### config.mk
export PLATFORM = sky130hd
export DESIGN_NAME = salsa20_stream_xor
export DESIGN_NICKNAME = d
export VERILOG_FILES = /design/src/design/s20sx_pkg.sv /design/src/design/salsa20_stream_xor.sv
export SDC_FILE = /design/constraint.sdc
export NUM_CORES = 2
export LEC_CHECK = 0
export BUFFER_PORTS_ARGS = -buffer_cell sky130_fd_sc_hd__buf_4
export CORE_MARGIN = 3
export CORE_UTILIZATION = 55
export DETAILED_ROUTE_END_ITERATION = 10
export PLACE_DENSITY_LB_ADDON = 0.25
export SETUP_SLACK_MARGIN = 0.5
export SLEW_MARGIN = 20
export SYNTH_ARGS = -nofsm -noshare
export SYNTH_HDL_FRONTEND = slang
export SYNTH_SLANG_ARGS = --single-unit
### constraint.sdc
create_clock -name i_clk -period 13.25 [get_ports i_clk]
set_input_delay 0 -clock i_clk [delete_from_list [all_inputs] [get_ports i_clk]]
set_output_delay 0 -clock i_clk [all_outputs]
set_load 0.005 [all_outputs]
### src/design/s20sx_pkg.sv
package s20sx_pkg;

    localparam logic [31:0] SIGMA0 = 32'h6170_7865;
    localparam logic [31:0] SIGMA1 = 32'h3320_646e;
    localparam logic [31:0] SIGMA2 = 32'h7962_2d32;
    localparam logic [31:0] SIGMA3 = 32'h6b20_6574;

    localparam logic [2:0] CFG_KEY_A = 3'd0;
    localparam logic [2:0] CFG_KEY_B = 3'd1;
    localparam logic [2:0] CFG_KEY_C = 3'd2;
    localparam logic [2:0] CFG_KEY_D = 3'd3;
    localparam logic [2:0] CFG_NONCE = 3'd4;

    localparam logic [6:0] BLOCK_BYTES = 7'd64;

    // matrix positions of one quarter round
    typedef struct packed {
        logic [3:0] a;
        logic [3:0] b;
        logic [3:0] c;
        logic [3:0] d;
    } t_quad;

    function automatic t_quad quad_of(input logic [2:0] q);
        t_quad r;
        case (q)
            3'd0:    r = '{4'd0,  4'd4,  4'd8,  4'd12};
            3'd1:    r = '{4'd5,  4'd9,  4'd13, 4'd1};
            3'd2:    r = '{4'd10, 4'd14, 4'd2,  4'd6};
            3'd3:    r = '{4'd15, 4'd3,  4'd7,  4'd11};
            3'd4:    r = '{4'd0,  4'd1,  4'd2,  4'd3};
            3'd5:    r = '{4'd5,  4'd6,  4'd7,  4'd4};
            3'd6:    r = '{4'd10, 4'd11, 4'd8,  4'd9};
            default: r = '{4'd15, 4'd12, 4'd13, 4'd14};
        endcase
        return r;
    endfunction

    function automatic logic [31:0] swap32(input logic [31:0] v);
        return {v[7:0], v[15:8], v[23:16], v[31:24]};
    endfunction

    // rotation for step 0..3 of a quarter round: 7, 9, 13, 18
    function automatic logic [31:0] rot_step(input logic [31:0] v, input logic [1:0] s);
        logic [31:0] r;
        case (s)
            2'd0:    r = {v[24:0], v[31:25]};
            2'd1:    r = {v[22:0], v[31:23]};
            2'd2:    r = {v[18:0], v[31:19]};
            default: r = {v[13:0], v[31:14]};
        endcase
        return r;
    endfunction

endpackage

### src/design/salsa20_stream_xor.sv
// Salsa20/20 stream combiner: each message item is XORed with the next
// keystream byte.
// Input channel: i_in_valid / o_in_ready, payload i_msg_byte, i_first_byte.
// Output channel: o_out_valid / i_out_ready, payload o_out_byte.
// Config: i_cfg_we, i_cfg_idx, i_cfg_data; write only while idle.
// Flow: an item that stays in the current 64-byte block passes through
// S_READ (keystream word read) and S_OUT (result registered), then back to
// idle; no new item is taken before the last one is through. An item with
// first_byte set, or the item after 64 bytes, first runs the core: 16 input
// words loaded, 320 round steps (one read-modify-write of the working-matrix
// memory each), then feed-forward into the keystream block. The working
// matrix and keystream block sit in synchronous RAMs; the round step sets the rate.
// Reset: counter, byte position, key and nonce registers, step counters and handshake state cleared.
// Stall: the result holds in the output register; a new item is taken while idle
// once that register is free or being drained in the same cycle.
module salsa20_stream_xor (
    input  logic        i_clk,
    input  logic        i_rst_n,
    input  logic        i_in_valid,
    output logic        o_in_ready,
    input  logic [7:0]  i_msg_byte,
    input  logic        i_first_byte,
    output logic        o_out_valid,
    input  logic        i_out_ready,
    output logic [7:0]  o_out_byte,
    input  logic        i_cfg_we,
    input  logic [2:0]  i_cfg_idx,
    input  logic [63:0] i_cfg_data
);

    typedef enum logic [2:0] {
        S_IDLE, S_LOAD, S_RND, S_FF, S_READ, S_OUT
    } t_state;

    t_state      r_state;
    logic [63:0] r_key_a, r_key_b, r_key_c, r_key_d, r_nonce;
    logic [63:0] r_counter;
    logic [6:0]  r_pos;
    logic [7:0]  r_msg;
    logic [3:0]  r_idx;
    logic [1:0]  r_ph;
    logic [1:0]  r_s;
    logic [2:0]  r_q;
    logic [3:0]  r_dr;
    logic [31:0] r_t;
    logic        r_ov;
    logic [7:0]  r_out;

    // working matrix, two read ports and one write port
    logic [31:0] x_mem [16];
    logic [31:0] r_rd0, r_rd1;
    logic [3:0]  addr0, addr1, waddr;
    logic [31:0] wdata;
    logic        we;

    // keystream block
    logic [31:0] ks_mem [16];
    logic [31:0] r_ksword;
    logic        ks_we;
    logic [31:0] ks_wdata;

    logic [31:0] m_word;
    s20sx_pkg::t_quad quad;
    logic [3:0]  op0, op1, tgt;
    logic        accept;
    logic        last_step;
    logic [7:0]  ks_byte;

    assign o_in_ready  = (r_state == S_IDLE) && (!r_ov || i_out_ready);
    assign accept      = i_in_valid && o_in_ready;
    assign o_out_valid = r_ov;
    assign o_out_byte  = r_out;

    // input matrix word at r_idx
    always_comb begin
        case (r_idx)
            4'd0:    m_word = s20sx_pkg::SIGMA0;
            4'd1:    m_word = s20sx_pkg::swap32(r_key_a[31:0]);
            4'd2:    m_word = s20sx_pkg::swap32(r_key_a[63:32]);
            4'd3:    m_word = s20sx_pkg::swap32(r_key_b[31:0]);
            4'd4:    m_word = s20sx_pkg::swap32(r_key_b[63:32]);
            4'd5:    m_word = s20sx_pkg::SIGMA1;
            4'd6:    m_word = s20sx_pkg::swap32(r_nonce[63:32]);
            4'd7:    m_word = s20sx_pkg::swap32(r_nonce[31:0]);
            4'd8:    m_word = r_counter[31:0];
            4'd9:    m_word = r_counter[63:32];
            4'd10:   m_word = s20sx_pkg::SIGMA2;
            4'd11:   m_word = s20sx_pkg::swap32(r_key_c[31:0]);
            4'd12:   m_word = s20sx_pkg::swap32(r_key_c[63:32]);
            4'd13:   m_word = s20sx_pkg::swap32(r_key_d[31:0]);
            4'd14:   m_word = s20sx_pkg::swap32(r_key_d[63:32]);
            default: m_word = s20sx_pkg::SIGMA3;
        endcase
    end

    // operands and target of the current round step
    always_comb begin
        quad = s20sx_pkg::quad_of(r_q);
        case (r_s)
            2'd0:    begin op0 = quad.a; op1 = quad.d; tgt = quad.b; end
            2'd1:    begin op0 = quad.b; op1 = quad.a; tgt = quad.c; end
            2'd2:    begin op0 = quad.c; op1 = quad.b; tgt = quad.d; end
            default: begin op0 = quad.d; op1 = quad.c; tgt = quad.a; end
        endcase
    end

    // memory port control
    always_comb begin
        addr0    = r_idx;
        addr1    = op1;
        waddr    = r_idx;
        wdata    = m_word;
        we       = 1'b0;
        ks_we    = 1'b0;
        ks_wdata = r_rd0 + m_word;
        unique case (r_state)
            S_LOAD: we = 1'b1;
            S_RND: begin
                addr0 = (r_ph == 2'd0) ? op0 : tgt;
                waddr = tgt;
                wdata = r_rd0 ^ r_t;
                we    = (r_ph == 2'd2);
            end
            S_FF:    ks_we = (r_ph == 2'd1);
            default: ;
        endcase
    end

    always_ff @(posedge i_clk) begin
        if (we) begin
            x_mem[waddr] <= wdata;
        end
        r_rd0 <= x_mem[addr0];
        r_rd1 <= x_mem[addr1];
    end

    always_ff @(posedge i_clk) begin
        if (ks_we) begin
            ks_mem[r_idx] <= ks_wdata;
        end
        r_ksword <= ks_mem[r_pos[5:2]];
    end

    assign last_step = (r_dr == 4'd9) && (r_q == 3'd7) && (r_s == 2'd3);

    always_comb begin
        case (r_pos[1:0])
            2'd0:    ks_byte = r_ksword[7:0];
            2'd1:    ks_byte = r_ksword[15:8];
            2'd2:    ks_byte = r_ksword[23:16];
            default: ks_byte = r_ksword[31:24];
        endcase
    end

    always_ff @(posedge i_clk) begin
        if (!i_rst_n) begin
            r_state   <= S_IDLE;
            r_key_a   <= '0;
            r_key_b   <= '0;
            r_key_c   <= '0;
            r_key_d   <= '0;
            r_nonce   <= '0;
            r_counter <= '0;
            r_pos     <= '0;
            r_idx     <= '0;
            r_ph      <= '0;
            r_s       <= '0;
            r_q       <= '0;
            r_dr      <= '0;
            r_ov      <= 1'b0;
        end else begin
            if (i_cfg_we) begin
                unique case (i_cfg_idx)
                    s20sx_pkg::CFG_KEY_A: r_key_a <= i_cfg_data;
                    s20sx_pkg::CFG_KEY_B: r_key_b <= i_cfg_data;
                    s20sx_pkg::CFG_KEY_C: r_key_c <= i_cfg_data;
                    s20sx_pkg::CFG_KEY_D: r_key_d <= i_cfg_data;
                    s20sx_pkg::CFG_NONCE: r_nonce <= i_cfg_data;
                    default: ;
                endcase
            end
            if (r_ov && i_out_ready) begin
                r_ov <= 1'b0;
            end
            unique case (r_state)
                S_IDLE: begin
                    if (accept) begin
                        r_msg <= i_msg_byte;
                        r_idx <= '0;
                        if (i_first_byte) begin
                            r_counter <= '0;
                            r_pos     <= '0;
                            r_state   <= S_LOAD;
                        end else if (r_pos >= s20sx_pkg::BLOCK_BYTES) begin
                            r_counter <= r_counter + 64'd1;
                            r_pos     <= '0;
                            r_state   <= S_LOAD;
                        end else begin
                            r_state <= S_READ;
                        end
                    end
                end
                S_LOAD: begin
                    r_idx <= r_idx + 4'd1;
                    if (r_idx == 4'd15) begin
                        r_ph    <= '0;
                        r_s     <= '0;
                        r_q     <= '0;
                        r_dr    <= '0;
                        r_state <= S_RND;
                    end
                end
                S_RND: begin
                    // phase 0 reads operands, 1 reads target, 2 writes it back
                    if (r_ph == 2'd1) begin
                        r_t <= s20sx_pkg::rot_step(r_rd0 + r_rd1, r_s);
                    end
                    if (r_ph == 2'd2) begin
                        r_ph <= '0;
                        r_s  <= r_s + 2'd1;
                        if (r_s == 2'd3) begin
                            r_q <= r_q + 3'd1;
                            if (r_q == 3'd7) begin
                                r_dr <= r_dr + 4'd1;
                            end
                        end
                        if (last_step) begin
                            r_idx   <= '0;
                            r_state <= S_FF;
                        end
                    end else begin
                        r_ph <= r_ph + 2'd1;
                    end
                end
                S_FF: begin
                    if (r_ph == 2'd1) begin
                        r_ph  <= '0;
                        r_idx <= r_idx + 4'd1;
                        if (r_idx == 4'd15) begin
                            r_state <= S_READ;
                        end
                    end else begin
                        r_ph <= 2'd1;
                    end
                end
                S_READ: r_state <= S_OUT;
                S_OUT: begin
                    r_out   <= r_msg ^ ks_byte;
                    r_ov    <= 1'b1;
                    r_pos   <= r_pos + 7'd1;
                    r_state <= S_IDLE;
                end
                default: r_state <= S_IDLE;
            endcase
        end
    end

endmodule
After elaboration in Yosys (flattened, before gate mapping)
Memory sizes are Yosys's and may differ from the RTL's. A register that Yosys moved wholly into a read port is not among the register bits.
Index checks and enable logic that the tools add are counted.
{ "word_totals": {"wordCells": 169, "in_bits": 81, "memories": 2, "reg_bits": 458, "output_inout_bits": 10, "mem_bits_rw": 1024} }
{ "mem_list": {"columns": ["name", "depth", "width", "read_ports", "rd_clocked_by_memory_dff", "write_ports", "line", "text"], "rows": [
  ["ks_mem", 16, 32, 1, 1, 1, "salsa20_stream_xor.sv:57", "logic [31:0] ks_mem [16];"],
  ["x_mem", 16, 32, 2, 2, 1, "salsa20_stream_xor.sv:50", "logic [31:0] x_mem [16];"]
]} }
{ "op_classes": {"mux": 54, "reduce_logical": 36, "n_bitwise": 2, "n_eq_ne": 48, "n_lt_le_gt_ge": 1, "add_sub_neg": 9} }
{ "op_table": {"columns": ["operator", "count"], "rows": [
  ["$pmux W32 S15", 1],
  ["$mux W64", 2],
  ["$pmux W16 S7", 1],
  ["$pmux W32 S3", 1],
  ["$add A32 B32 Y32", 2],
  ["$add A64 B1 Y64 const B", 1],
  ["$mux W4", 11],
  ["$eq A4 B4 Y1 const B", 9],
  ["$pmux W4 S3", 3],
  ["$mux W3", 11],
  ["$mux W32", 1],
  ["$xor A32 B32 Y32", 1],
  ["$pmux W8 S3", 1],
  ["$eq A3 B3 Y1 const B", 7],
  ["$mux W7", 3],
  ["$eq A3 B2 Y1 const B", 6],
  ["$eq A4 B3 Y1 const B", 4],
  ["$ne A2 B2 Y1 const B", 8],
  ["$pmux W4 S4", 1],
  ["$pmux W3 S5", 1],
  ["$reduce_and A3 Y1", 5],
  ["$pmux W7 S2", 1],
  ["$reduce_and A2 Y1", 7],
  ["$reduce_and A5 Y1", 2],
  ["other kinds (30)", 60]
]} }

Depth between registers and ports, before layout
{ "depth": {"ltp_word": 6, "mapped_depth": 21, "depth_no_buf": 19} }

Least setup slack after synthesis
No wires, ideal clock.
{ "synth_path": {"path_type": "register to register", "from": "reg r_idx[2]", "to": "mem ks_mem[0][14], data pin", "setup_time_ns": 0.348, "synth_period_minus_slack_ns": 4.840, "required_time_ns": 12.902, "slack_ns": 8.410, "stages_incl_launch_ff": 21, "n_path_buf": 4, "arrival_time_ns": 4.492, "cell_sequence": "dfxtp_1 -> clkbuf_1 -> nor2b_1 -> and2_1 -> clkbuf_1 -> clkbuf_1 -> clkbuf_1 -> a221oi_1 -> nand3_1 -> ha_1 -> inv_1 -> fa_1 -> nor2b_1 -> o2111ai_1 -> nand2_1 -> a21oi_1 -> o21ba_2 -> o21bai_1 -> a21oi_1 -> nand2b_1 -> a221oi_1"} }
{ "synth_via": {"elab_chain_cells": 3} }
{ "synth_lines": {"columns": ["item", "line", "text"], "rows": [
  ["start, declared", "salsa20_stream_xor.sv:40", "logic [3:0] r_idx;"],
  ["start signal, assigned", "salsa20_stream_xor.sv:204", "r_idx <= r_idx + 4'd1;"],
  ["start signal, assigned", "salsa20_stream_xor.sv:238", "r_idx <= r_idx + 4'd1;"],
  ["$eq A4 B4 Y1, or another cell as far along", "salsa20_stream_xor.sv:76", "case (r_idx)"],
  ["$pmux W32 S15 (*)", "salsa20_stream_xor.sv:76", null],
  ["$add A32 B32 Y32 (*)", "salsa20_stream_xor.sv:115", "ks_wdata = r_rd0 + m_word;"],
  ["named net ks_wdata[14]", "salsa20_stream_xor.sv:60", "logic [31:0] ks_wdata;"],
  ["end, declared", "salsa20_stream_xor.sv:57", null]
]} }
The timed path passes the listed nets; every way through them passes the cells marked *.

Worst setup path after layout
{ "layout_path": {"from": "reg r_idx[2]", "to": "mem ks_mem[14][23], data pin"} }
Same word-level chain as after synthesis.

==> results.cfg <==
[global_route]
grt_usage_pct = 32.2
grt_max_degree = 195
grt_antenna_before_repair = 12
grt_pass1_vias = 48420
grt_pass1_wl_microns = 317000
gr-total-overflow = 0

[cts]
clk_pin_slew_worst_paths_ps = 70
numCtsBuffers = 160
cts_tree = done
cts_sinks = 1578
clockRootBuffer = clkbuf_16
clockBufferDepth = 3
htreeDepth = 4
insertion_delay_ps = 820
cts_resized = 0

[power_and_ir_drop]
p_leak_nw = 26.1
power_density_nw_per_um2 = 185
peakVddDrop_mv = 0.181

[logic_synthesis]
async_flop_share_pct = 0
synth.distinct_cells = 74
synth_edf_count = 1072
synth_top_area_share_pct = 45.6
syn_area_sq_um = 70600
syn_area_per_cell_sq_um = 12.1
netlist.top_cell.by_area = edfxtp_1
netlist_top_cells_area = edfxtp_1 (46%), dfxtp_1 (14%), nand2_1 (5.7%)
ys_seq_elements = 1578
yosys_most_used_dff = edfxtp_1
yosysSeqAreaShare_pct = 60.0
syn_nets = 6021
synth_cells = 5855
ys_warn_count = 0

[timing]
setup-violations-final = 0
worst_slew_pin_slew_ps = 1380
hold_violations = 0
worst_hold_slack_ps = 44.5
min_period_over_period_pct = 49.1
rsz0062_at_grt = no
fmax_mhz = 154
layout_min_cycle_time_ps = 6510
finalClockSkew_ps = 30.9
relSlewSlack_pct = 8.16
fin_setup_tns_ps = 0
slew_violations = 0

[min_path]
hp-class = in -> reg
hold_depth = 4

[detailed_routing]
drt-initial-drc-count = 7092
wl_microns = 216000
via_per_inst = 6.66
drtPass1Iterations = 9
drtAntennaViolNets = 0
drc = 0
vias = 51277
detail_route.wl_per_cell_microns = 28.1

[setup_path]
arrival_ps = 7030
crit_top_cell = nand2_1
worstPathMaxFanout = 20
worst_r2r_path_depth = 16
worstSetupPathType = reg -> reg
required_ps = 13770
max_stage_delay_ps = 930
critPathLaunchType = register
cp_slowest_cell = o311ai_0
cp_cell_sequence = nor2b_1 -> and2_1 -> buf_4 -> a22oi_1 -> nand2_1 -> a221oi_1 -> nand3_1 -> ha_1 -> and4_1 -> nand2_1 -> o311ai_0 -> a21boi_0 -> o21ai_0 -> a21o_1 -> a21oi_1 -> xnor2_2
endpoint_kind = register
ff2ff_setup_slack_ps = 6740

[layout]
final_layout_size_suffix_gt1_share_pct = 12.0
utilization_pct = 63.0
final_common_cell = edfxtp_1
area_delta_synth_final_pct = 12.9
layout_common_cells = edfxtp_1 (1,072), nand2_1 (1,070), dfxtp_1 (502)
nets = 6081

[floorplanning]
start_util_pct = 55.8
num_rows = 130
dieHeight_microns = 364
ioPinCount = 91
core_sq_um = 127000
dieArea_sq_um = 133000
die_w_microns = 364

[place]
dp_hpwl_microns = 125000
gp_congestion = 0.960
port_buffers = 90

[run]
maxCapViolations = 0

[outcome]
status = finished clean
==> cells by family (layout without fill, tap and decap cells) <==
kind of cell | count (synthesis) | after routing | synth area share, %
simple gates | 1733 | 1733 | 10.7
xor+xnor | 158 | 158 | 1.96
other cells | 0 | 5 | 0
fa+ha+maj | 85 | 85 | 1.53
mux | 436 | 436 | 9.04
compound gates | 1386 | 1386 | 14.2
buf+inv | 479 | 674 | 2.63
flops | 1578 | 1578 | 60.0
==> worst paths after layout <==
path,start,end
setup / recovery,r_idx[2],ks_mem[14][23]
hold / removal,i_cfg_data[29],r_key_c[29]
setup reg to reg,r_idx[2],ks_mem[14][23]
hold reg to reg,r_nonce[1],r_nonce[1]
==> flip-flops by register name, indices dropped and copies added, names as in the netlist, 64 cells and up <==
register	count
r_key_a	64
r_key_b	64
r_nonce	64
r_key_c	64
r_counter	64
r_key_d	64
ks_mem	512
x_mem	512
==> Yosys cell counts, types with 54 or more instances <==
cell type	n
a211oi_1	177
a21boi_0	317
a21oi_1	209
a221oi_1	105
a22o_1	64
a22oi_1	162
a311oi_1	66
a31oi_1	67
and3_1	165
buf_1	54
clkbuf_1	341
dfxtp_1	506
edfxtp_1	1072
ha_1	83
mux2i_1	264
mux4_2	160
nand2_1	1073
nand3_1	96
nor2_1	227
xnor2_1	86
xor2_1	72
==> final cells by class <==
type	instances	area, sq um
Antenna cell	5	12.5
Tap cell	1650	2060
Timing Repair Buffer	331	2850
Clock buffer	220	4480
Multi-Input combinational cell	3798	26900
Fill cell	9385	46900
Inverter	46	173
Sequential cell	1578	42300
Clock inverter	77	916
==> worst max-delay path: cells and delay by family, from the launching register on <==
kind,cells,cell delay (ps)
AO/OA/AOI/OAI,7,2500
XOR/XNOR,1,540
adder cells (fa/ha/maj),1,460
buffers and inverters,1,360
flip-flops,1,820
AND/OR/NAND/NOR,6,1520
==> through the flow <==
stage	total power, W	instance area, sq um	worst slack (ps)	std cells
finish	0.0147	79700	6740	7705
global route	0.0152	79700	6420	7702
CTS	0.0146	79600	6840	7700
detailed placement	0.0100	72900	6920	7281
global placement	0.00996	72900	7150	7280
floorplan	0.00856	70600	8410	5855
==> timing repair <==
item,in CTS,in global routing
hold buffers,122,0
buffers inserted,0,0
hold endpoints to repair,358,0
==> routing by layer <==
metal,share of wire (%),track usage [%],vias up
met2,46,50.0,3241
met1,39,44.3,25311
met3,12,6.94,532
met4,4.0,13.1,2
met5,0.0051,0,-
li1,-,-,22191
==> power by group <==
part	switching [W]	total [W]	leakage (nW)	internal (W)
clock	0.00194	0.00460	2.64	0.00266
combinational	0.00251	0.00358	9.70	0.00108
sequential	0.000277	0.00655	13.8	0.00627
Note: power is estimated with default switching activity, not from simulation.
